## config.mk

```make
export PLATFORM = sky130hd
export DESIGN_NAME = binary_to_decimal_ascii_top
export DESIGN_NICKNAME = d
export VERILOG_FILES = /design/src/rtl/b2da_pkg.sv /design/src/rtl/binary_to_decimal_ascii_top.sv /design/src/rtl/b2da_dp.sv /design/src/rtl/b2da_ctrl.sv
export VERILOG_INCLUDE_DIRS = /design/src /design/src/rtl
export SDC_FILE = /design/constraint.sdc
export NUM_CORES = 1
export LEC_CHECK = 0
export ABC_AREA = 0
export BUFFER_PORTS_ARGS = -buffer_cell sky130_fd_sc_hd__buf_2
export CORE_AREA = 5 5 110 112
export DETAILED_ROUTE_END_ITERATION = 10
export DIE_AREA = 0 0 115 117
export GPL_ROUTABILITY_DRIVEN = 0
export PLACE_DENSITY = 0.71
export SLEW_MARGIN = 10
export SYNTH_ARGS = -nofsm -noshare
export SYNTH_HDL_FRONTEND = slang
export SYNTH_SLANG_ARGS = --single-unit
```

## constraint.sdc

```tcl
create_clock -name clock -period 2.9 [get_ports clock]
set_input_delay 0.435 -clock clock [delete_from_list [all_inputs] [get_ports clock]]
set_output_delay 0.435 -clock clock [all_outputs]
set_load 0.005 [all_outputs]
```

## src/rtl/binary_to_decimal_ascii_top_defines.svh

```systemverilog
// Assertion macros for the binary to decimal ASCII converter.
// Included by the top level; needs nothing else.
`ifndef BINARY_TO_DECIMAL_ASCII_TOP_DEFINES_SVH
`define BINARY_TO_DECIMAL_ASCII_TOP_DEFINES_SVH

// Same-cycle implication, checked outside reset
`define B2DA_ASSERT_NOW(label, clk, rst, ante, cons, msg) \
   label: assert property (@(posedge clk) disable iff (rst) (ante) |-> (cons)) \
      else $error(msg);

// Next-cycle implication, checked outside reset
`define B2DA_ASSERT_NEXT(label, clk, rst, ante, cons, msg) \
   label: assert property (@(posedge clk) disable iff (rst) (ante) |=> (cons)) \
      else $error(msg);

`endif

```

## src/rtl/b2da_pkg.sv

```systemverilog
// Shared types and constants for the binary to decimal ASCII converter.
// No dependencies.
`default_nettype none

package b2da_pkg;

   localparam int VALUE_WIDTH   = 32;
   // ceil(VALUE_WIDTH * log10(2)) decimal digits hold any magnitude
   localparam int NUM_DIGITS    = (VALUE_WIDTH * 30103) / 100000 + 1;
   localparam int BCD_WIDTH     = 4 * NUM_DIGITS;
   localparam int CNT_WIDTH     = $clog2(VALUE_WIDTH + 1);
   localparam int DIG_CNT_WIDTH = $clog2(NUM_DIGITS + 1);
   localparam int IN_WIDTH      = 32;
   localparam int CHAR_WIDTH    = 6;

   localparam logic [CHAR_WIDTH-1:0] CHAR_ZERO  = 6'd48;
   localparam logic [CHAR_WIDTH-1:0] CHAR_NINE  = 6'd57;
   localparam logic [CHAR_WIDTH-1:0] CHAR_MINUS = 6'd45;
   localparam logic [3:0]            DABBLE_LIMIT  = 4'd5;
   localparam logic [3:0]            DABBLE_ADJUST = 4'd3;

   typedef struct packed {
      logic [IN_WIDTH-1:0] value;
      logic                func;
   } req_payload_type;

   typedef struct packed {
      logic [CHAR_WIDTH-1:0] text_char;
      logic                  last_char;
   } rsp_payload_type;

   typedef struct packed {
      logic load;
      logic dabble;
      logic shift_digit;
      logic put_sign;
      logic put_digit;
      logic last;
   } cmd_type;

   typedef struct packed {
      logic negative;
      logic top_zero;
   } status_type;

endpackage

`default_nettype wire

```

## src/rtl/binary_to_decimal_ascii_top.sv

```systemverilog
// Channel  Ports                                  Carries
// req      req_valid, req_ready, req_payload      word and signed/unsigned mode
// rsp      rsp_valid, rsp_ready, rsp_payload      one ASCII character, last mark
//
// One transaction at a time. Accept cycle loads the magnitude, then VALUE_WIDTH
// (32) double dabble shifts, a strip step that drops leading zeros (0..9),
// then one character per cycle (1..11) while the output is not stalled.
// Output stalls hold emission only; a new word is taken while the final
// character still waits in the output register. Synchronous reset returns
// the controller to idle.
//
// Depends on b2da_pkg, b2da_ctrl, b2da_dp and the defines header.
`default_nettype none
`include "binary_to_decimal_ascii_top_defines.svh"

module binary_to_decimal_ascii_top (
   input  wire logic                      clock,
   input  wire logic                      reset,
   input  wire logic                      req_valid,
   output logic                           req_ready,
   input  wire b2da_pkg::req_payload_type req_payload,
   output logic                           rsp_valid,
   input  wire logic                      rsp_ready,
   output b2da_pkg::rsp_payload_type      rsp_payload
);

   b2da_pkg::cmd_type    cmd;
   b2da_pkg::status_type status;

   b2da_ctrl u_ctrl (
      .clock     (clock),
      .reset     (reset),
      .req_valid (req_valid),
      .req_ready (req_ready),
      .rsp_valid (rsp_valid),
      .rsp_ready (rsp_ready),
      .status    (status),
      .cmd       (cmd)
   );

   b2da_dp u_dp (
      .clock       (clock),
      .req_payload (req_payload),
      .cmd         (cmd),
      .status      (status),
      .rsp_payload (rsp_payload)
   );

   `B2DA_ASSERT_NOW(a_char_range, clock, reset, rsp_valid,
      (rsp_payload.text_char == b2da_pkg::CHAR_MINUS) ||
      ((rsp_payload.text_char >= b2da_pkg::CHAR_ZERO) &&
       (rsp_payload.text_char <= b2da_pkg::CHAR_NINE)),
      "result character outside '-' and digits")
   `B2DA_ASSERT_NEXT(a_busy_after_accept, clock, reset, req_valid && req_ready,
      !req_ready, "input taken again before conversion")
   `B2DA_ASSERT_NEXT(a_sign_output, clock, reset, cmd.put_sign,
      rsp_valid && (rsp_payload.text_char == b2da_pkg::CHAR_MINUS) &&
      !rsp_payload.last_char, "minus sign not presented correctly")
   `B2DA_ASSERT_NOW(a_single_command, clock, reset, cmd.load || cmd.dabble,
      !cmd.put_digit && !cmd.put_sign && !cmd.shift_digit, "conversion overlaps emission")

endmodule

`default_nettype wire

```

## src/rtl/b2da_dp.sv

```systemverilog
// Datapath: sign handling, double dabble shift register and output register.
// Depends on b2da_pkg.
`default_nettype none

module b2da_dp (
   input  wire logic                      clock,
   input  wire b2da_pkg::req_payload_type req_payload,
   input  wire b2da_pkg::cmd_type         cmd,
   output b2da_pkg::status_type           status,
   output b2da_pkg::rsp_payload_type      rsp_payload
);

   logic [b2da_pkg::VALUE_WIDTH-1:0] bin_ff, bin_in;
   logic [b2da_pkg::BCD_WIDTH-1:0]   bcd_ff, bcd_in;
   logic                             neg_ff, neg_in;
   logic [b2da_pkg::CHAR_WIDTH-1:0]  text_ff, text_in;
   logic                             last_ff, last_in;
   logic [b2da_pkg::BCD_WIDTH-1:0]   adj;
   logic [3:0]                       top_digit;

   assign top_digit = bcd_ff[b2da_pkg::BCD_WIDTH-1 -: 4];

   // add three to every digit of five or more before the shift
   always_comb begin
      logic [3:0] digit;
      adj = '0;
      for (int i = 0; i < b2da_pkg::NUM_DIGITS; i++) begin
         digit = bcd_ff[4*i +: 4];
         adj[4*i +: 4] = (digit >= b2da_pkg::DABBLE_LIMIT) ?
                         digit + b2da_pkg::DABBLE_ADJUST : digit;
      end
   end

   always_comb begin
      logic [b2da_pkg::VALUE_WIDTH-1:0] word;
      logic                             neg;
      bin_in  = bin_ff;
      bcd_in  = bcd_ff;
      neg_in  = neg_ff;
      text_in = text_ff;
      last_in = last_ff;
      word    = b2da_pkg::VALUE_WIDTH'(req_payload.value);
      neg     = !req_payload.func && word[b2da_pkg::VALUE_WIDTH-1];
      if (cmd.load) begin
         // two's complement negation; the most negative word is its own magnitude
         bin_in = neg ? (~word + 1'b1) : word;
         bcd_in = '0;
         neg_in = neg;
      end else if (cmd.dabble) begin
         {bcd_in, bin_in} = {adj, bin_ff} << 1;
      end else if (cmd.shift_digit) begin
         bcd_in = bcd_ff << 4;
      end
      if (cmd.put_sign) begin
         text_in = b2da_pkg::CHAR_MINUS;
         last_in = 1'b0;
      end else if (cmd.put_digit) begin
         text_in = b2da_pkg::CHAR_ZERO + {2'b00, top_digit};
         last_in = cmd.last;
      end
   end

   always_ff @(posedge clock) begin
      bin_ff  <= bin_in;
      bcd_ff  <= bcd_in;
      neg_ff  <= neg_in;
      text_ff <= text_in;
      last_ff <= last_in;
   end

   assign status.negative      = neg_ff;
   assign status.top_zero      = (top_digit == 4'd0);
   assign rsp_payload.text_char = text_ff;
   assign rsp_payload.last_char = last_ff;

endmodule

`default_nettype wire

```

## src/rtl/b2da_ctrl.sv

```systemverilog
// Controller: sequences load, conversion, leading zero strip and emission.
// Depends on b2da_pkg.
`default_nettype none

module b2da_ctrl (
   input  wire logic                 clock,
   input  wire logic                 reset,
   input  wire logic                 req_valid,
   output logic                      req_ready,
   output logic                      rsp_valid,
   input  wire logic                 rsp_ready,
   input  wire b2da_pkg::status_type status,
   output b2da_pkg::cmd_type         cmd
);

   typedef enum logic [2:0] {
      ST_IDLE,
      ST_CONVERT,
      ST_STRIP,
      ST_SIGN,
      ST_DIGIT
   } state_type;

   state_type                            state_ff, state_in;
   logic [b2da_pkg::CNT_WIDTH-1:0]       count_ff, count_in;
   logic [b2da_pkg::DIG_CNT_WIDTH-1:0]   digits_ff, digits_in;
   logic                                 rsp_valid_ff, rsp_valid_in;
   logic                                 out_free;

   assign out_free = !rsp_valid_ff || rsp_ready;

   always_comb begin
      state_in     = state_ff;
      count_in     = count_ff;
      digits_in    = digits_ff;
      rsp_valid_in = rsp_valid_ff && !rsp_ready;
      cmd          = '0;
      case (state_ff)
         ST_IDLE: begin
            if (req_valid) begin
               cmd.load = 1'b1;
               count_in = b2da_pkg::CNT_WIDTH'(b2da_pkg::VALUE_WIDTH);
               state_in = ST_CONVERT;
            end
         end
         ST_CONVERT: begin
            cmd.dabble = 1'b1;
            count_in   = count_ff - 1'b1;
            if (count_ff == b2da_pkg::CNT_WIDTH'(1)) begin
               digits_in = b2da_pkg::DIG_CNT_WIDTH'(b2da_pkg::NUM_DIGITS);
               state_in  = ST_STRIP;
            end
         end
         ST_STRIP: begin
            // drop leading zeros, keeping at least one digit
            if (status.top_zero && digits_ff != b2da_pkg::DIG_CNT_WIDTH'(1)) begin
               cmd.shift_digit = 1'b1;
               digits_in       = digits_ff - 1'b1;
            end else begin
               state_in = status.negative ? ST_SIGN : ST_DIGIT;
            end
         end
         ST_SIGN: begin
            if (out_free) begin
               cmd.put_sign = 1'b1;
               rsp_valid_in = 1'b1;
               state_in     = ST_DIGIT;
            end
         end
         ST_DIGIT: begin
            if (out_free) begin
               cmd.put_digit   = 1'b1;
               cmd.shift_digit = 1'b1;
               cmd.last        = (digits_ff == b2da_pkg::DIG_CNT_WIDTH'(1));
               rsp_valid_in    = 1'b1;
               digits_in       = digits_ff - 1'b1;
               if (cmd.last) begin
                  state_in = ST_IDLE;
               end
            end
         end
         default: begin
            state_in = ST_IDLE;
         end
      endcase
   end

   always_ff @(posedge clock) begin
      if (reset) begin
         state_ff     <= ST_IDLE;
         count_ff     <= '0;
         digits_ff    <= '0;
         rsp_valid_ff <= 1'b0;
      end else begin
         state_ff     <= state_in;
         count_ff     <= count_in;
         digits_ff    <= digits_in;
         rsp_valid_ff <= rsp_valid_in;
      end
   end

   assign req_ready = (state_ff == ST_IDLE);
   assign rsp_valid = rsp_valid_ff;

endmodule

`default_nettype wire

```

Yosys cells after proc, flatten, opt, wreduce, memory -nomap -nowiden

Cells that the tools add are included.

Word-level logic and storage cells: 105
Register bits: 94
Latch bits: 0
Bits in read-only memories: 0
Memories kept: 0
Memory bits (writable): 0

Divide/modulo/power cells: 0
Shift operators: 0
Order comparisons: 10
Eq/ne operators: 14
Multipliers: 0
$add $sub $neg: 14
Multiplexer cells: 40
Reductions and logical operators: 17
Bitwise operators: 1

Operators with widths:

| operator                | number |
|---|---|
| $mux W32                | 3 |
| $mux W40                | 2 |
| $mux W4                 | 12 |
| $ge A4 B3 Y1 const B    | 10 |
| $add A4 B2 Y4 const B   | 9 |
| $add A32 B1 Y32 const B | 1 |
| $not A32 Y32            | 1 |
| $mux W3                 | 8 |
| $pmux W3 S5             | 1 |
| $pmux W4 S3             | 1 |
| $pmux W6 S2             | 1 |
| $ne A2 B1 Y1 const B    | 5 |
| $mux W1                 | 8 |
| $add A5 B5 Y6 const A   | 1 |
| $eq A3 B2 Y1 const B    | 2 |
| $eq A6 B1 Y1 const B    | 1 |
| $mux W6                 | 1 |
| $reduce_and A6 Y1       | 1 |
| $reduce_bool A2 Y1      | 3 |
| $sub A6 B1 Y6 const B   | 1 |
| $eq A4 B1 Y1 const B    | 1 |
| $logic_not A4 Y1        | 1 |
| $mux W2                 | 2 |
| $ne A2 B2 Y1 const B    | 2 |
| other kinds (14)        | 18 |

Depth between registers and ports, before layout

Gate-level depths: netlist of run 1.

Depth in word-level cells: 6
Gate-level depth with buffers: 9
Gate-level depth less buffers: 7

Cells and area by module

From an unflattened synthesis of run 1, not the netlist that was laid out.

Cell total of the unflattened synthesis: 660
Area total of the unflattened synthesis: 5,764.3 um^2

Modules (own cells, without submodules):

| module    | times used | area each (um^2) | cells each | seq. area each (um^2) |
|---|---|---|---|---|
| b2da_dp   | 1          | 4,823.4          | 544        | 1,911.8 |
| b2da_ctrl | 1          | 940.9            | 116        | 280.3 |

Worst setup path after synthesis of run 1

OpenSTA, ideal clock, no wires.

Path kind: register to register
Start: register u_ctrl.state_ff[0]
End: register u_dp.bin_ff[0] in the netlist's numbering (enable)
Setup time: 0.389 ns
Stages on the path, launching flop included: 7
Required time: 2.511 ns
Arrival: 2.219 ns
Clock period less this slack: 2.609 ns
Path buffers: 4
Setup slack: 0.291 ns
Path through: dfxtp_1 -> clkbuf_1 -> or3b_2 -> clkbuf_1 -> clkbuf_1 -> clkbuf_1 -> nand2_1

Cells in the longest elaborated chain, start to end: 3
Elaborated cells between the ends (all ways): 5

RTL lines:

| element                                                 | RTL line        | text |
|---|---|---|
| start: declaration                                      | b2da_ctrl.sv:24 | `state_type state_ff, state_in;` |
| start signal: assignment                                | b2da_ctrl.sv:95 | `state_ff <= state_in;` |
| $eq A3 B1 Y1 / $logic_not A3 Y1 (equally long branches) | b2da_ctrl.sv:38 | `case (state_ff)` |
| $mux W1                                                 | b2da_ctrl.sv:38 |  |
| $reduce_bool A2 Y1 (no line) (*)                        | n/a             |  |
| end signal: assignment                                  | b2da_dp.sv:64   | `bin_ff <= bin_in;` |
| end: declaration                                        | b2da_dp.sv:13   | `logic [b2da_pkg::VALUE_WIDTH-1:0] bin_ff, bin_in;` |

Mark *: on every way between the ends. The rest lies on a longest branch, timed or not.
A chain may end at the register's enable or synchronous reset.

Worst setup path in the final report of run 1

Start: register u_ctrl.state_ff[1]
End: register u_dp.bcd_ff[12] in the netlist's numbering

Cells in the longest elaborated chain, start to end: 3
Elaborated cells between the ends (all ways): 9

RTL lines:

| element                                                         | RTL line        | text |
|---|---|---|
| $eq A3 B3 Y1 (tied with other cells)                            | b2da_ctrl.sv:38 |  |
| $pmux W1 S2 / $mux W1 (equally long branches)                   | b2da_ctrl.sv:38 |  |
| $reduce_bool A2 Y1 (no line) / $mux W40 (equally long branches) | n/a             |  |
| end signal: assignment                                          | b2da_dp.sv:65   | `bcd_ff <= bcd_in;` |
| end: declaration                                                | b2da_dp.sv:14   | `logic [b2da_pkg::BCD_WIDTH-1:0] bcd_ff, bcd_in;` |

Several ways; a longest one is shown, not always the timed one.

==> report_table.html, run 1 <==
<table>
<tr><th>Metric</th><th>Value</th></tr>
<tr><th colspan="2">Hold path</th></tr>
<tr><td>Destination of the worst hold path</td><td>u_ctrl.count_ff[1]</td></tr>
<tr><td>Worst hold path cell count</td><td>2</td></tr>
<tr><td>Worst Min Path Start</td><td>reset</td></tr>
<tr><td>Hold crit path type</td><td>input pin to flop</td></tr>
<tr><th colspan="2">Finish</th></tr>
<tr><td>Non-filler cells, final</td><td>867</td></tr>
<tr><td>Count of inserted antenna diode cells</td><td>0</td></tr>
<tr><td>Sequential cell area</td><td>roughly 2200 um2</td></tr>
<tr><td>Total of fill cells in the finished design</td><td>993</td></tr>
<tr><td>Fraction of the core area covered by cells at the end of the flow</td><td>between 50% and 60%</td></tr>
<tr><td>Area growth from synthesis to layout</td><td>10.7%</td></tr>
<tr><td>Area occupied by multi-input gates</td><td>3330 um2</td></tr>
<tr><td>Number of nets in the layout</td><td>between 700 and 800</td></tr>
<tr><td>Post-Layout Inst Area</td><td>between 6000 and 7000 um2</td></tr>
<tr><td>Ratio of cells with drive above 1 in the final layout</td><td>between 10% and 20%</td></tr>
<tr><th colspan="2">STA</th></tr>
<tr><td>Worst Clk Skew</td><td>0.00896 ns</td></tr>
<tr><td>RSZ-0062 raised after global routing</td><td>no</td></tr>
<tr><td>Max Freq</td><td>0.409 GHz</td></tr>
<tr><td>Final Hold Violating Endpoints</td><td>0</td></tr>
<tr><td>Final setup fails</td><td>0</td></tr>
<tr><td>Setup total negative slack</td><td>0 ns</td></tr>
<tr><td>Final critical path time including I/O delays and setup</td><td>2.45 ns</td></tr>
<tr><td>Final Cycle Share</td><td>84.4%</td></tr>
<tr><td>Worst-case headroom to the max-slew limit</td><td>between 50% and 60%</td></tr>
<tr><td>Slew at the pin closest to its max-slew limit</td><td>0.667 ns</td></tr>
<tr><td>Slew Viols, Final</td><td>0</td></tr>
<tr><td>Final worst slack</td><td>around 0.45 ns</td></tr>
<tr><td>Worst slack on hold paths</td><td>roughly 0.43 ns</td></tr>
<tr><th colspan="2">Pwr</th></tr>
<tr><td>Maximum VDD drop</td><td>594 uV</td></tr>
<tr><td>PD cells</td><td>roughly 1000 nW/um2</td></tr>
<tr><td>P_leak</td><td>about 2.5 nW</td></tr>
<tr><td>Final Total Pwr</td><td>roughly 6.5 mW</td></tr>
<tr><th colspan="2">CTS</th></tr>
<tr><td>Setup bufs post-CTS</td><td>0</td></tr>
<tr><td>Clock tree root buffer cell</td><td>sky130_fd_sc_hd__clkbuf_16</td></tr>
<tr><td>Maximum buffer depth of the clock tree</td><td>2</td></tr>
<tr><td>Maximum level of the CTS H-tree</td><td>3</td></tr>
<tr><td>Clock network latency to the later pin of the worst-skew pair</td><td>approximately 0.34 ns</td></tr>
<tr><td>Post-CTS resize count</td><td>0</td></tr>
<tr><td>TritonCTS clock tree</td><td>yes</td></tr>
<tr><td>Cts-stage hold buffer count</td><td>0</td></tr>
<tr><td>Post-CTS clock slew at the launch and capture registers of the worst setup and hold paths</td><td>approximately 0.07 ns</td></tr>
<tr><td>Sink Count</td><td>between 90 and 100</td></tr>
<tr><td>CTS buffer count</td><td>9</td></tr>
<tr><th colspan="2">Floorplan</th></tr>
<tr><td>Initial Utilization</td><td>a little over half</td></tr>
<tr><td>Die Span X</td><td>around 120 um</td></tr>
<tr><td>Y dimension of the die</td><td>around 120 um</td></tr>
<tr><td>Core area</td><td>11100 um2</td></tr>
<tr><td>Die area</td><td>13500 um2</td></tr>
<tr><td>Total I/O pin count</td><td>between 40 and 50</td></tr>
<tr><td>Row Count</td><td>39</td></tr>
<tr><th colspan="2">Worst setup path</th></tr>
<tr><td>Crit path launch type</td><td>flop</td></tr>
<tr><td>Worst path arrival time</td><td>2.66 ns</td></tr>
<tr><td>Capturing element type of the critical path</td><td>flop</td></tr>
<tr><td>Internal reg-to-reg setup slack</td><td>0.45 ns</td></tr>
<tr><td>Worst path buffer plus inverter count</td><td>1</td></tr>
<tr><td>Longest individual stage delay on the worst path</td><td>about 0.54 ns</td></tr>
<tr><td>Reg2reg path depth</td><td>6</td></tr>
<tr><td>Origin of the critical flop-to-flop path</td><td>u_ctrl.state_ff[1]</td></tr>
<tr><td>Cell with the largest stage delay on the worst path</td><td>sky130_fd_sc_hd__dfxtp_1</td></tr>
<tr><td>Cell family with most CP delay</td><td>simple AND/OR/NAND/NOR gates</td></tr>
<tr><td>CP cell instances</td><td>or4b_1 -&gt; or4b_4 -&gt; and2_1 -&gt; buf_4 -&gt; nor2_1 -&gt; a211oi_2</td></tr>
<tr><td>Maximum net fanout on the critical path</td><td>40</td></tr>
<tr><td>Endpoint of the lowest-slack register-to-register path</td><td>u_dp.bcd_ff[12]</td></tr>
<tr><td>Worst path required time</td><td>roughly 3.1 ns</td></tr>
<tr><td>Type of the setup path with the least slack</td><td>flop to flop</td></tr>
<tr><th colspan="2">Yosys</th></tr>
<tr><td>Gate count after technology mapping</td><td>689</td></tr>
<tr><td>Number of distinct library cell variants in the gate-level netlist after synthesis</td><td>59</td></tr>
<tr><td>Mean instance size in the synthesized netlist</td><td>approximately 8.5 um2</td></tr>
<tr><td>Number of storage elements in the synthesis netlist</td><td>93</td></tr>
<tr><td>Post-synth top flop</td><td>sky130_fd_sc_hd__dfxtp_1</td></tr>
<tr><td>Number of enable-type register cells in the synthesized netlist</td><td>33</td></tr>
<tr><td>Register area share after synthesis</td><td>between 30 and 40%</td></tr>
<tr><td>Synth warnings</td><td>0</td></tr>
<tr><td>Post-synthesis instance area</td><td>between 5000 and 6000 um2</td></tr>
<tr><td>Proportion of synthesized flip-flops having asynchronous set or reset</td><td>0%</td></tr>
<tr><td>Synthesized Nets</td><td>roughly 750</td></tr>
<tr><th colspan="2">Outcome</th></tr>
<tr><td>Run status</td><td>finished clean</td></tr>
<tr><th colspan="2">GRT</th></tr>
<tr><td>Initial antenna violation count</td><td>0</td></tr>
<tr><td>Sum of overflow across all layers after global routing</td><td>0</td></tr>
<tr><td>Wire length of the first global-routing pass</td><td>between 20000 and 25000 um</td></tr>
<tr><td>GR Util All Layers</td><td>between 10% and 20%</td></tr>
<tr><td>Vias in the first global route</td><td>about 4700</td></tr>
<tr><td>Maximum number of pins on one net before global-route repair</td><td>64</td></tr>
<tr><th colspan="2">Placed design</th></tr>
<tr><td>Placed instance area</td><td>6220 um2</td></tr>
<tr><td>Cell count after placement</td><td>roughly 850</td></tr>
<tr><td>Post-Place Worst Slack</td><td>0.498 ns</td></tr>
<tr><td>Total half-perimeter wirelength after legalization and detailed placement</td><td>between 8000 and 9000 um</td></tr>
<tr><td>Quantity of I/O buffers inserted on ports</td><td>between 40 and 50</td></tr>
<tr><th colspan="2">Route</th></tr>
<tr><td>DRT iter0 DRCs</td><td>approximately 290</td></tr>
<tr><td>Average wire per cell in the routed design</td><td>approximately 15 um</td></tr>
<tr><td>Number of nets still failing antenna checks after routing</td><td>0</td></tr>
<tr><td>Iteration count of the initial detailed-routing pass</td><td>5</td></tr>
<tr><td>Vias per std cell</td><td>approximately 5.7</td></tr>
<tr><td>Via count of the routed design</td><td>4960</td></tr>
<tr><td>DRC viols</td><td>0</td></tr>
<tr><td>Drt total wl</td><td>~13000 um</td></tr>
<tr><th colspan="2">Job</th></tr>
<tr><td>Number of maximum-capacitance violations</td><td>0</td></tr>
</table>
[logic make-up after synthesis]
family / Yosys count / synth area share [%]
adder cells (fa/ha/maj): 26 / 5.54
AND/OR/NAND/NOR: 224 / 19.0
buffers and inverters: 81 / 6.22
multiplexers: 13 / 2.39
flip-flops: 93 / 37.3
XOR/XNOR: 39 / 5.81
AO/OA/AOI/OAI: 212 / 23.7
other: 1 / 0.0638
[registers in the layout, indices dropped and copies added, names as in the netlist]
name	cells
u_dp.text_ff	5
u_dp.neg_ff	1
u_ctrl.count_ff	6
u_dp.bin_ff	32
u_ctrl.digits_ff	4
u_dp.bcd_ff	40
u_dp.last_ff	1
u_ctrl.state_ff	3
u_ctrl.rsp_valid	1
[how the worst max path moves through the flow]
stage | to | depth (start not counted) | slack (ns) | from
after CTS | u_dp.bcd_ff[34] | 6 | 0.47 | u_ctrl.state_ff[1]
after global routing | u_dp.bcd_ff[6] | 6 | 0.32 | u_ctrl.state_ff[1]
after detailed placement | u_dp.bcd_ff[34] | 6 | 0.50 | u_ctrl.state_ff[1]
final | u_dp.bcd_ff[12] | 6 | 0.45 | u_ctrl.state_ff[1]
after floorplan | u_dp.bin_ff[0] | 6 | 0.29 | u_ctrl.state_ff[0]
after global placement | u_dp.bcd_ff[1] | 6 | 0.58 | u_ctrl.state_ff[1]
[area by class of cell]
| class | instances | share of cell area, % |
|---|---|---|
| Multi-Input combinational cell | 515 | 51.1 |
| Inverter | 39 | 2.25 |
| Timing Repair Buffer | 61 | 5.73 |
| Clock buffer | 12 | 4.12 |
| Tap cell | 143 | 2.75 |
| Sequential cell | 93 | 33.7 |
| Clock inverter | 4 | 0.289 |
[worst reg2reg max path: cells and delay by family, from the launching register on]
| kind | cells | cell delay (ns) |
|---|---|---|
| AND/OR/NAND/NOR | 4 | 1.44 |
| buffers and inverters | 1 | 0.28 |
| flip-flops | 1 | 0.54 |
| AO/OA/AOI/OAI | 1 | 0.06 |
[cell usage after synthesis (2+ instances only)]
cell type | n | share of area (%)
sky130_fd_sc_hd__or4_1 | 3 | 0.38
sky130_fd_sc_hd__nand2_1 | 86 | 5.5
sky130_fd_sc_hd__buf_6 | 5 | 0.96
sky130_fd_sc_hd__dfxtp_1 | 60 | 20
sky130_fd_sc_hd__nand3_1 | 12 | 1.0
sky130_fd_sc_hd__edfxtp_1 | 33 | 17
sky130_fd_sc_hd__inv_1 | 39 | 2.5
sky130_fd_sc_hd__o41ai_1 | 5 | 0.75
sky130_fd_sc_hd__a31oi_1 | 16 | 1.7
sky130_fd_sc_hd__buf_1 | 3 | 0.19
sky130_fd_sc_hd__o211a_1 | 8 | 1.4
sky130_fd_sc_hd__nand4_1 | 4 | 0.43
sky130_fd_sc_hd__o211ai_1 | 18 | 2.3
sky130_fd_sc_hd__o21ai_1 | 3 | 0.26
sky130_fd_sc_hd__nor4_1 | 6 | 0.64
sky130_fd_sc_hd__ha_1 | 26 | 5.5
sky130_fd_sc_hd__a311oi_1 | 3 | 0.45
sky130_fd_sc_hd__mux2i_1 | 5 | 0.85
sky130_fd_sc_hd__clkbuf_1 | 29 | 1.9
sky130_fd_sc_hd__nor2b_1 | 4 | 0.43
sky130_fd_sc_hd__xnor2_1 | 18 | 2.7
sky130_fd_sc_hd__or3_1 | 2 | 0.21
sky130_fd_sc_hd__nor4b_1 | 3 | 0.45
sky130_fd_sc_hd__nor3b_1 | 14 | 1.8
sky130_fd_sc_hd__mux2_2 | 8 | 1.5
sky130_fd_sc_hd__a211oi_1 | 13 | 1.7
sky130_fd_sc_hd__o31ai_1 | 7 | 0.89
sky130_fd_sc_hd__xor2_1 | 21 | 3.1
sky130_fd_sc_hd__and3_1 | 2 | 0.21
sky130_fd_sc_hd__and3b_1 | 9 | 1.3
sky130_fd_sc_hd__a21oi_1 | 66 | 5.6
sky130_fd_sc_hd__nor2_1 | 47 | 3.0
sky130_fd_sc_hd__o21ai_0 | 45 | 3.8
sky130_fd_sc_hd__nor3_1 | 9 | 0.77
sky130_fd_sc_hd__o32ai_1 | 9 | 1.3
sky130_fd_sc_hd__a211oi_2 | 9 | 1.9
sky130_fd_sc_hd__and2_1 | 2 | 0.21
sky130_fd_sc_hd__buf_4 | 3 | 0.38
sky130_fd_sc_hd__o311ai_0 | 2 | 0.30
sky130_fd_sc_hd__nand2b_1 | 13 | 1.4
[metal layers]
layer | share of wire, % | GRT usage, % | vias to the layer above
li1 | - | - | 2551
met1 | 45 | 24.3 | 2305
met2 | 50 | 34.3 | 90
met3 | 3.9 | 4.63 | 14
met4 | 1.1 | 5.48 | 0
met5 | 0 | 0 | -
[power breakdown]
part,leakage (nW),internal (mW),switching [mW]
registers,0.819,2.04,0.457
logic,1.49,1.22,1.70
clock network,0.143,0.650,0.482
total,2.45,3.91,2.64
[cells in the final DEF, fill, tap and decap left out, types with 10 or more instances in the layout]
cell | Yosys | layout
sky130_fd_sc_hd__a211oi_1 | 13 | 13
sky130_fd_sc_hd__a21oi_1 | 66 | 66
sky130_fd_sc_hd__a31oi_1 | 16 | 16
sky130_fd_sc_hd__buf_2 | 1 | 44
sky130_fd_sc_hd__buf_4 | 3 | 15
sky130_fd_sc_hd__clkbuf_16 | 0 | 10
sky130_fd_sc_hd__dfxtp_1 | 60 | 60
sky130_fd_sc_hd__edfxtp_1 | 33 | 33
sky130_fd_sc_hd__ha_1 | 26 | 26
sky130_fd_sc_hd__inv_1 | 39 | 39
sky130_fd_sc_hd__nand2_1 | 86 | 85
sky130_fd_sc_hd__nand2b_1 | 13 | 13
sky130_fd_sc_hd__nand3_1 | 12 | 12
sky130_fd_sc_hd__nor2_1 | 47 | 47
sky130_fd_sc_hd__nor3b_1 | 14 | 13
sky130_fd_sc_hd__o211ai_1 | 18 | 18
sky130_fd_sc_hd__o21ai_0 | 45 | 45
sky130_fd_sc_hd__xnor2_1 | 18 | 18
sky130_fd_sc_hd__xor2_1 | 21 | 21
(Power assumes the default switching activity.)
==> run 2, diff against run 1 <==
==> constraint.sdc (replaced) <==
create_clock -name clock -period 2.4 [get_ports clock]
set_input_delay 0.36 -clock clock [delete_from_list [all_inputs] [get_ports clock]]
set_output_delay 0.36 -clock clock [all_outputs]
set_load 0.005 [all_outputs]
==> run 2 against run 1 <==
  * Cell count rose by 0.81%
  * First-iteration DRC count rose by 28%
  * Highest routed layer unchanged
  * Core utilization rose by 1.1 points
  * Sequential cell count did not move
  * Non-clock buffer count rose by 7
  * Setup slack got worse by 0.23 ns
  * Via count rose by 3.9%
  * Clock power rose by 35%
  * Sequential share of layout area fell by 0.65 points
==> report_table.html, run 2 (same netlist as run 1, synthesis figures left out) <==
<table>
<tr><th>Metric</th><th>Value</th></tr>
<tr><th colspan="2">Worst setup path</th></tr>
<tr><td>Type of the setup path with the least slack</td><td>flop to flop</td></tr>
<tr><td>Crit path launch type</td><td>flop</td></tr>
<tr><td>Worst path buffer plus inverter count</td><td>3</td></tr>
<tr><td>Cell family with most CP delay</td><td>simple AND/OR/NAND/NOR gates</td></tr>
<tr><td>Maximum net fanout on the critical path</td><td>40</td></tr>
<tr><td>Cell with the largest stage delay on the worst path</td><td>sky130_fd_sc_hd__or4b_4</td></tr>
<tr><td>Longest individual stage delay on the worst path</td><td>approximately 0.52 ns</td></tr>
<tr><td>Worst path required time</td><td>around 2.6 ns</td></tr>
<tr><td>Worst path arrival time</td><td>2.41 ns</td></tr>
<tr><td>Capturing element type of the critical path</td><td>flop</td></tr>
<tr><td>CP cell instances</td><td>inv_1 -&gt; ha_1 -&gt; nor3b_1 -&gt; buf_4 -&gt; or4b_4 -&gt; and2_1 -&gt; buf_12 -&gt; a21oi_1 -&gt; a211oi_1</td></tr>
<tr><th colspan="2">STA</th></tr>
<tr><td>RSZ-0062 raised after global routing</td><td>no</td></tr>
<tr><td>Final setup fails</td><td>0</td></tr>
<tr><td>Final Cycle Share</td><td>between 90% and 100%</td></tr>
<tr><td>Slew Viols, Final</td><td>0</td></tr>
<tr><td>Slew at the pin closest to its max-slew limit</td><td>a little under 0.8 ns</td></tr>
<tr><td>Setup total negative slack</td><td>0 ns</td></tr>
<tr><td>Max Freq</td><td>0.459 GHz</td></tr>
<tr><td>Worst Clk Skew</td><td>between 0.006 and 0.007 ns</td></tr>
<tr><td>Worst slack on hold paths</td><td>between 0.3 and 0.4 ns</td></tr>
<tr><td>Worst-case headroom to the max-slew limit</td><td>between 40% and 50%</td></tr>
<tr><td>Final critical path time including I/O delays and setup</td><td>between 2 and 2.5 ns</td></tr>
<tr><td>Final Hold Violating Endpoints</td><td>0</td></tr>
<tr><th colspan="2">Floorplan</th></tr>
<tr><td>Total I/O pin count</td><td>46</td></tr>
<tr><td>Initial Utilization</td><td>52.8%</td></tr>
<tr><td>Core area</td><td>about 11000 um2</td></tr>
<tr><td>Y dimension of the die</td><td>117 um</td></tr>
<tr><td>Die Span X</td><td>around 120 um</td></tr>
<tr><td>Row Count</td><td>39</td></tr>
<tr><td>Die area</td><td>roughly 13000 um2</td></tr>
<tr><th colspan="2">CTS</th></tr>
<tr><td>Post-CTS resize count</td><td>0</td></tr>
<tr><td>Sink Count</td><td>93</td></tr>
<tr><td>Maximum level of the CTS H-tree</td><td>3</td></tr>
<tr><td>Clock tree root buffer cell</td><td>sky130_fd_sc_hd__clkbuf_16</td></tr>
<tr><td>Post-CTS clock slew at the launch and capture registers of the worst setup and hold paths</td><td>around 0.060 ns</td></tr>
<tr><td>Maximum buffer depth of the clock tree</td><td>2</td></tr>
<tr><td>TritonCTS clock tree</td><td>yes</td></tr>
<tr><td>Clock network latency to the later pin of the worst-skew pair</td><td>0.35 ns</td></tr>
<tr><td>Setup bufs post-CTS</td><td>0</td></tr>
<tr><td>CTS buffer count</td><td>9</td></tr>
<tr><td>Cts-stage hold buffer count</td><td>0</td></tr>
<tr><th colspan="2">Finish</th></tr>
<tr><td>Count of inserted antenna diode cells</td><td>0</td></tr>
<tr><td>Number of nets in the layout</td><td>a little under 800</td></tr>
<tr><td>Register containing the most flip-flops in the final layout</td><td>u_dp.bcd_ff</td></tr>
<tr><td>Registers with the most flip-flops</td><td>u_dp.bcd_ff x40, u_dp.bin_ff x32, u_ctrl.count_ff x6</td></tr>
<tr><td>Post-Layout Inst Area</td><td>about 6600 um2</td></tr>
<tr><td>Ratio of cells with drive above 1 in the final layout</td><td>15.0%</td></tr>
<tr><td>Area growth from synthesis to layout</td><td>12.8%</td></tr>
<tr><td>Highest-count cells in the layout ignoring fill and taps</td><td>sky130_fd_sc_hd__nand2_1 (84), sky130_fd_sc_hd__a21oi_1 (66), sky130_fd_sc_hd__dfxtp_1 (60)</td></tr>
<tr><td>Number of flip-flops in the largest register</td><td>40</td></tr>
<tr><td>Most common library cell in the layout ignoring fill and taps</td><td>sky130_fd_sc_hd__nand2_1</td></tr>
<tr><th colspan="2">GRT</th></tr>
<tr><td>Wire length of the first global-routing pass</td><td>approximately 23000 um</td></tr>
<tr><td>Initial antenna violation count</td><td>0</td></tr>
<tr><td>Vias in the first global route</td><td>approximately 5000</td></tr>
<tr><td>Sum of overflow across all layers after global routing</td><td>0</td></tr>
<tr><td>Maximum number of pins on one net before global-route repair</td><td>68</td></tr>
<tr><td>GR Util All Layers</td><td>around a fifth</td></tr>
<tr><th colspan="2">Placed design</th></tr>
<tr><td>Placed instance area</td><td>6310 um2</td></tr>
<tr><td>Quantity of I/O buffers inserted on ports</td><td>between 40 and 50</td></tr>
<tr><td>Total half-perimeter wirelength after legalization and detailed placement</td><td>8960 um</td></tr>
<tr><th colspan="2">Route</th></tr>
<tr><td>DRT iter0 DRCs</td><td>roughly 380</td></tr>
<tr><td>DRC viols</td><td>0</td></tr>
<tr><td>Via count of the routed design</td><td>around 5200</td></tr>
<tr><td>Iteration count of the initial detailed-routing pass</td><td>5</td></tr>
<tr><td>Vias per std cell</td><td>roughly 5.9</td></tr>
<tr><td>Number of nets still failing antenna checks after routing</td><td>0</td></tr>
<tr><td>Average wire per cell in the routed design</td><td>15.1 um</td></tr>
<tr><td>Drt total wl</td><td>about 13000 um</td></tr>
<tr><th colspan="2">Outcome</th></tr>
<tr><td>Run status</td><td>finished clean</td></tr>
<tr><th colspan="2">Pwr</th></tr>
<tr><td>P_leak</td><td>between 2 and 3 nW</td></tr>
<tr><td>Maximum VDD drop</td><td>around 850 uV</td></tr>
<tr><td>PD cells</td><td>approximately 1200 nW/um2</td></tr>
<tr><th colspan="2">Hold path</th></tr>
<tr><td>Hold crit path type</td><td>input pin to flop</td></tr>
<tr><th colspan="2">Job</th></tr>
<tr><td>Number of maximum-capacitance violations</td><td>0</td></tr>
</table>
run 2: cell count changes in the layout (fill, tap and decap cells not counted), sizes merged:
cell	delta
buf	+7
clkbuf	+2
bufinv	+1
clkinv	-3
run 2: layout make-up:
class / count / area (um2)
clock inverters: 2 / 36.3
multi-input cells: 515 / 3330
flip-flops and latches: 93 / 2190
fillers: 953 / 4500
inverters: 39 / 146
repair buffers: 68 / 463
clock buffers: 14 / 285
well taps: 143 / 179
run 2: layer usage:
layer  routed length (um)  GRT usage (%)
met4                  228           8.37
met1                 5800           24.7
met2                 6550           35.1
met3                  602           3.80
met5                    0              0
run 2: where the power goes:
part	internal, mW	total, mW	switching [mW]
logic	1.59	3.71	2.12
registers	2.46	2.99	0.534
clock network	0.929	1.53	0.599
total	4.98	8.23	3.26
run 2: stage by stage:
step | utilization [%] | setup slack [ns] | power (mW) | instances
after floorplan | - | 0.0828 | 5.77 | 689
after global placement | 56.7 | 0.235 | 6.50 | 858
after detailed placement | 56.7 | 0.180 | 6.72 | 858
after CTS | 59.6 | 0.226 | 8.27 | 874
after global routing | 59.6 | 0.0599 | 8.89 | 874
final | 59.6 | 0.221 | 8.23 | 874
run 2: worst paths after layout:
kind,from,endpoint,slack [ns],cells past startpoint
hold reg to reg,u_dp.text_ff[1],u_dp.text_ff[1],0.46,2
hold / removal,reset,u_ctrl.count_ff[3],0.36,2
setup / recovery,u_ctrl.digits_ff[1],u_dp.bcd_ff[5],0.22,9
setup reg to reg,u_ctrl.digits_ff[1],u_dp.bcd_ff[5],0.22,9
==> run 3, diff against run 2 <==
--- a/config.mk
+++ b/config.mk
@@ -7,12 +7,13 @@
 export NUM_CORES = 1
 export LEC_CHECK = 0
 export ABC_AREA = 0
-export BUFFER_PORTS_ARGS = -buffer_cell sky130_fd_sc_hd__buf_2
 export CORE_AREA = 5 5 110 112
+export CTS_BUF_LIST = sky130_fd_sc_hd__clkbuf_2
 export DETAILED_ROUTE_END_ITERATION = 10
 export DIE_AREA = 0 0 115 117
+export DONT_BUFFER_PORTS = 1
 export GPL_ROUTABILITY_DRIVEN = 0
-export PLACE_DENSITY = 0.71
+export PLACE_DENSITY = 0.67
 export SLEW_MARGIN = 10
 export SYNTH_ARGS = -nofsm -noshare
 export SYNTH_HDL_FRONTEND = slang
==> constraint.sdc (replaced) <==
create_clock -name clock -period 2.63 [get_ports clock]
set_input_delay 0.3945 -clock clock [delete_from_list [all_inputs] [get_ports clock]]
set_output_delay 0.3945 -clock clock [all_outputs]
set_load 0.005 [all_outputs]
==> run 3 against run 2 <==
  * Sequential cell count unchanged
  * Register-to-register slack improved by 0.12 ns
  * Clock-buffer cell count down 5
  * Hold slack worse by 0.30 ns
  * Critical endpoint is now u_dp.bcd_ff[1]
==> report_table.html, run 3 (same netlist as run 1, synthesis figures left out) <==
<table>
<tr><th>Metric</th><th>Value</th></tr>
<tr><th colspan="2">STA</th></tr>
<tr><td>Worst Clk Skew</td><td>about 0.035 ns</td></tr>
<tr><td>Setup total negative slack</td><td>0 ns</td></tr>
<tr><td>Worst-case headroom to the max-slew limit</td><td>between 50% and 60%</td></tr>
<tr><td>Slew at the pin closest to its max-slew limit</td><td>about 0.71 ns</td></tr>
<tr><td>Final worst slack</td><td>~0.34 ns</td></tr>
<tr><td>RSZ-0062 raised after global routing</td><td>no</td></tr>
<tr><td>Final Cycle Share</td><td>87.2%</td></tr>
<tr><td>Worst slack on hold paths</td><td>between 0.05 and 0.06 ns</td></tr>
<tr><td>Slew Viols, Final</td><td>0</td></tr>
<tr><td>Final critical path time including I/O delays and setup</td><td>around 2.3 ns</td></tr>
<tr><td>Final Hold Violating Endpoints</td><td>0</td></tr>
<tr><td>Max Freq</td><td>between 0.4 and 0.5 GHz</td></tr>
<tr><td>Final setup fails</td><td>0</td></tr>
<tr><th colspan="2">Route</th></tr>
<tr><td>DRT met1 WL</td><td>just under 6000 um</td></tr>
<tr><td>Met3 layer wire length in the routed design</td><td>between 500 and 600 um</td></tr>
<tr><td>DRC viols</td><td>0</td></tr>
<tr><td>Average wire per cell in the routed design</td><td>roughly 15 um</td></tr>
<tr><td>Met2 routed WL</td><td>5890 um</td></tr>
<tr><td>Via count of the routed design</td><td>4987</td></tr>
<tr><td>Drt total wl</td><td>12600 um</td></tr>
<tr><td>Vias per std cell</td><td>between 6 and 7</td></tr>
<tr><td>DRT iter0 DRCs</td><td>between 300 and 400</td></tr>
<tr><td>Uppermost layer routed</td><td>met4</td></tr>
<tr><td>Number of nets still failing antenna checks after routing</td><td>0</td></tr>
<tr><td>Iteration count of the initial detailed-routing pass</td><td>5</td></tr>
<tr><th colspan="2">CTS</th></tr>
<tr><td>CTS buffer count</td><td>9</td></tr>
<tr><td>Setup bufs post-CTS</td><td>0</td></tr>
<tr><td>Clock network latency to the later pin of the worst-skew pair</td><td>0.61 ns</td></tr>
<tr><td>Maximum level of the CTS H-tree</td><td>3</td></tr>
<tr><td>Sink Count</td><td>93</td></tr>
<tr><td>Clock tree root buffer cell</td><td>sky130_fd_sc_hd__clkbuf_2</td></tr>
<tr><td>TritonCTS clock tree</td><td>yes</td></tr>
<tr><td>Post-CTS clock slew at the launch and capture registers of the worst setup and hold paths</td><td>approximately 0.25 ns</td></tr>
<tr><td>Maximum buffer depth of the clock tree</td><td>2</td></tr>
<tr><th colspan="2">Pwr</th></tr>
<tr><td>Clock group share of total power</td><td>between 10% and 20%</td></tr>
<tr><td>Switching pwr</td><td>approximately 2.8 mW</td></tr>
<tr><td>Maximum VDD drop</td><td>between 600 and 700 uV</td></tr>
<tr><td>P_leak</td><td>between 2 and 2.5 nW</td></tr>
<tr><td>Seq pwr share</td><td>between 40% and 50%</td></tr>
<tr><td>PD cells</td><td>roughly 1100 nW/um2</td></tr>
<tr><td>Switching share of power</td><td>42.3%</td></tr>
<tr><td>Internal Pwr Total</td><td>between 3 and 4 mW</td></tr>
<tr><td>Final Total Pwr</td><td>just under 7 mW</td></tr>
<tr><td>Power share of the combinational group</td><td>47.0%</td></tr>
<tr><th colspan="2">Worst setup path</th></tr>
<tr><td>Maximum net fanout on the critical path</td><td>40</td></tr>
<tr><td>Worst path arrival time</td><td>between 2 and 3 ns</td></tr>
<tr><td>Reg2reg path depth</td><td>6</td></tr>
<tr><td>Type of the setup path with the least slack</td><td>flop to flop</td></tr>
<tr><td>Worst path required time</td><td>between 3 and 4 ns</td></tr>
<tr><td>Capturing element type of the critical path</td><td>flop</td></tr>
<tr><td>Crit path launch type</td><td>flop</td></tr>
<tr><th colspan="2">Hold path</th></tr>
<tr><td>Worst hold path cell count</td><td>2</td></tr>
<tr><td>Hold crit path type</td><td>input pin to flop</td></tr>
<tr><th colspan="2">GRT</th></tr>
<tr><td>GR Util All Layers</td><td>about a fifth</td></tr>
<tr><td>Vias in the first global route</td><td>between 4000 and 5000</td></tr>
<tr><td>Initial antenna violation count</td><td>0</td></tr>
<tr><td>Sum of overflow across all layers after global routing</td><td>0</td></tr>
<tr><td>Maximum number of pins on one net before global-route repair</td><td>around 70</td></tr>
<tr><td>Wire length of the first global-routing pass</td><td>around 21000 um</td></tr>
<tr><th colspan="2">Floorplan</th></tr>
<tr><td>Die Span X</td><td>115 um</td></tr>
<tr><td>Y dimension of the die</td><td>117 um</td></tr>
<tr><td>Core area</td><td>11100 um2</td></tr>
<tr><td>Row Count</td><td>39</td></tr>
<tr><td>Total I/O pin count</td><td>46</td></tr>
<tr><td>Initial Utilization</td><td>between 50% and 60%</td></tr>
<tr><td>Die area</td><td>between 10000 and 15000 um2</td></tr>
<tr><th colspan="2">Finish</th></tr>
<tr><td>Sequential cell area</td><td>~2200 um2</td></tr>
<tr><td>Ratio of cells with drive above 1 in the final layout</td><td>a little under a tenth</td></tr>
<tr><td>Register containing the most flip-flops in the final layout</td><td>u_dp.bcd_ff</td></tr>
<tr><td>Highest-count cells in the layout ignoring fill and taps</td><td>sky130_fd_sc_hd__nand2_1 (85), sky130_fd_sc_hd__a21oi_1 (66), sky130_fd_sc_hd__dfxtp_1 (60)</td></tr>
<tr><td>Non-filler cells, final</td><td>slightly above 800</td></tr>
<tr><td>Area growth from synthesis to layout</td><td>5.43%</td></tr>
<tr><td>Number of flip-flops in the largest register</td><td>40</td></tr>
<tr><td>Count of inserted antenna diode cells</td><td>0</td></tr>
<tr><td>Most common library cell in the layout ignoring fill and taps</td><td>sky130_fd_sc_hd__nand2_1</td></tr>
<tr><td>Registers with the most flip-flops</td><td>u_dp.bcd_ff x40, u_dp.bin_ff x32, u_ctrl.count_ff x6</td></tr>
<tr><td>Number of nets in the layout</td><td>745</td></tr>
<tr><td>Total of fill cells in the finished design</td><td>between 1000 and 1500</td></tr>
<tr><td>Area occupied by multi-input gates</td><td>approximately 3300 um2</td></tr>
<tr><th colspan="2">Placed design</th></tr>
<tr><td>Cell count after placement</td><td>a little over 800</td></tr>
<tr><td>Total half-perimeter wirelength after legalization and detailed placement</td><td>between 8000 and 9000 um</td></tr>
<tr><td>Post-Place Worst Slack</td><td>~0.36 ns</td></tr>
<tr><td>Quantity of I/O buffers inserted on ports</td><td>0</td></tr>
<tr><th colspan="2">Job</th></tr>
<tr><td>Number of maximum-capacitance violations</td><td>0</td></tr>
<tr><th colspan="2">Outcome</th></tr>
<tr><td>Run status</td><td>finished clean</td></tr>
</table>
-- run 3: repair_timing --
item,4_1_cts,5_1_grt
hold buffers,5,0
gates resized for setup,0,0
endpoints found under the hold margin,17,0
-- run 3: power by group through the flow --
stage	registers (mW)	logic (mW)	clock network, mW
6_report	2.74	3.16	0.822
2_1_floorplan	2.62	2.64	0
3_5_place_dp	2.76	3.15	0
5_1_grt	2.82	3.58	0.903
3_3_place_gp	2.74	3.02	0
4_1_cts	2.73	3.17	0.849
-- run 3: per-layer routing --
layer | vias to the layer above | track usage (%)
li1 | 2474 | -
met1 | 2380 | 24.8
met2 | 115 | 31.9
met3 | 18 | 4.01
met4 | 0 | 7.90
met5 | - | 0
-- run 3: cell type report --
class	instances	share of cell area [%]
flip-flops and latches	93	35.4
repair buffers	24	3.51
clock buffers	9	0.727
clock inverters	7	1.43
multi-input cells	515	53.7
inverters	39	2.36
well taps	143	2.89
-- run 3: worst max-delay path: stages, from the launching register on --
cell	delay (ns)
sky130_fd_sc_hd__dfxtp_1	0.43
sky130_fd_sc_hd__or4b_1	0.56
sky130_fd_sc_hd__or4b_4	0.52
sky130_fd_sc_hd__and2_1	0.15
sky130_fd_sc_hd__buf_4	0.27
sky130_fd_sc_hd__a22oi_2	0.23
sky130_fd_sc_hd__nor2_1	0.05
-- run 3: final timing paths --
check                  start               to  slack [ns]
max          u_dp.bcd_ff[38]   u_dp.bcd_ff[1]        0.34
max reg2reg  u_dp.bcd_ff[38]   u_dp.bcd_ff[1]        0.34
min          req_payload[32]  u_dp.bin_ff[31]        0.06
min reg2reg  u_dp.text_ff[1]  u_dp.text_ff[1]        0.50
-- run 3: through the flow --
step / area [um2] / utilization (%)
after CTS: 6190 / 55.7
after floorplan: 5880 / -
after global routing: 6190 / 55.7
after detailed placement: 6010 / 54.0
after global placement: 6010 / 54.0
final: 6190 / 55.7
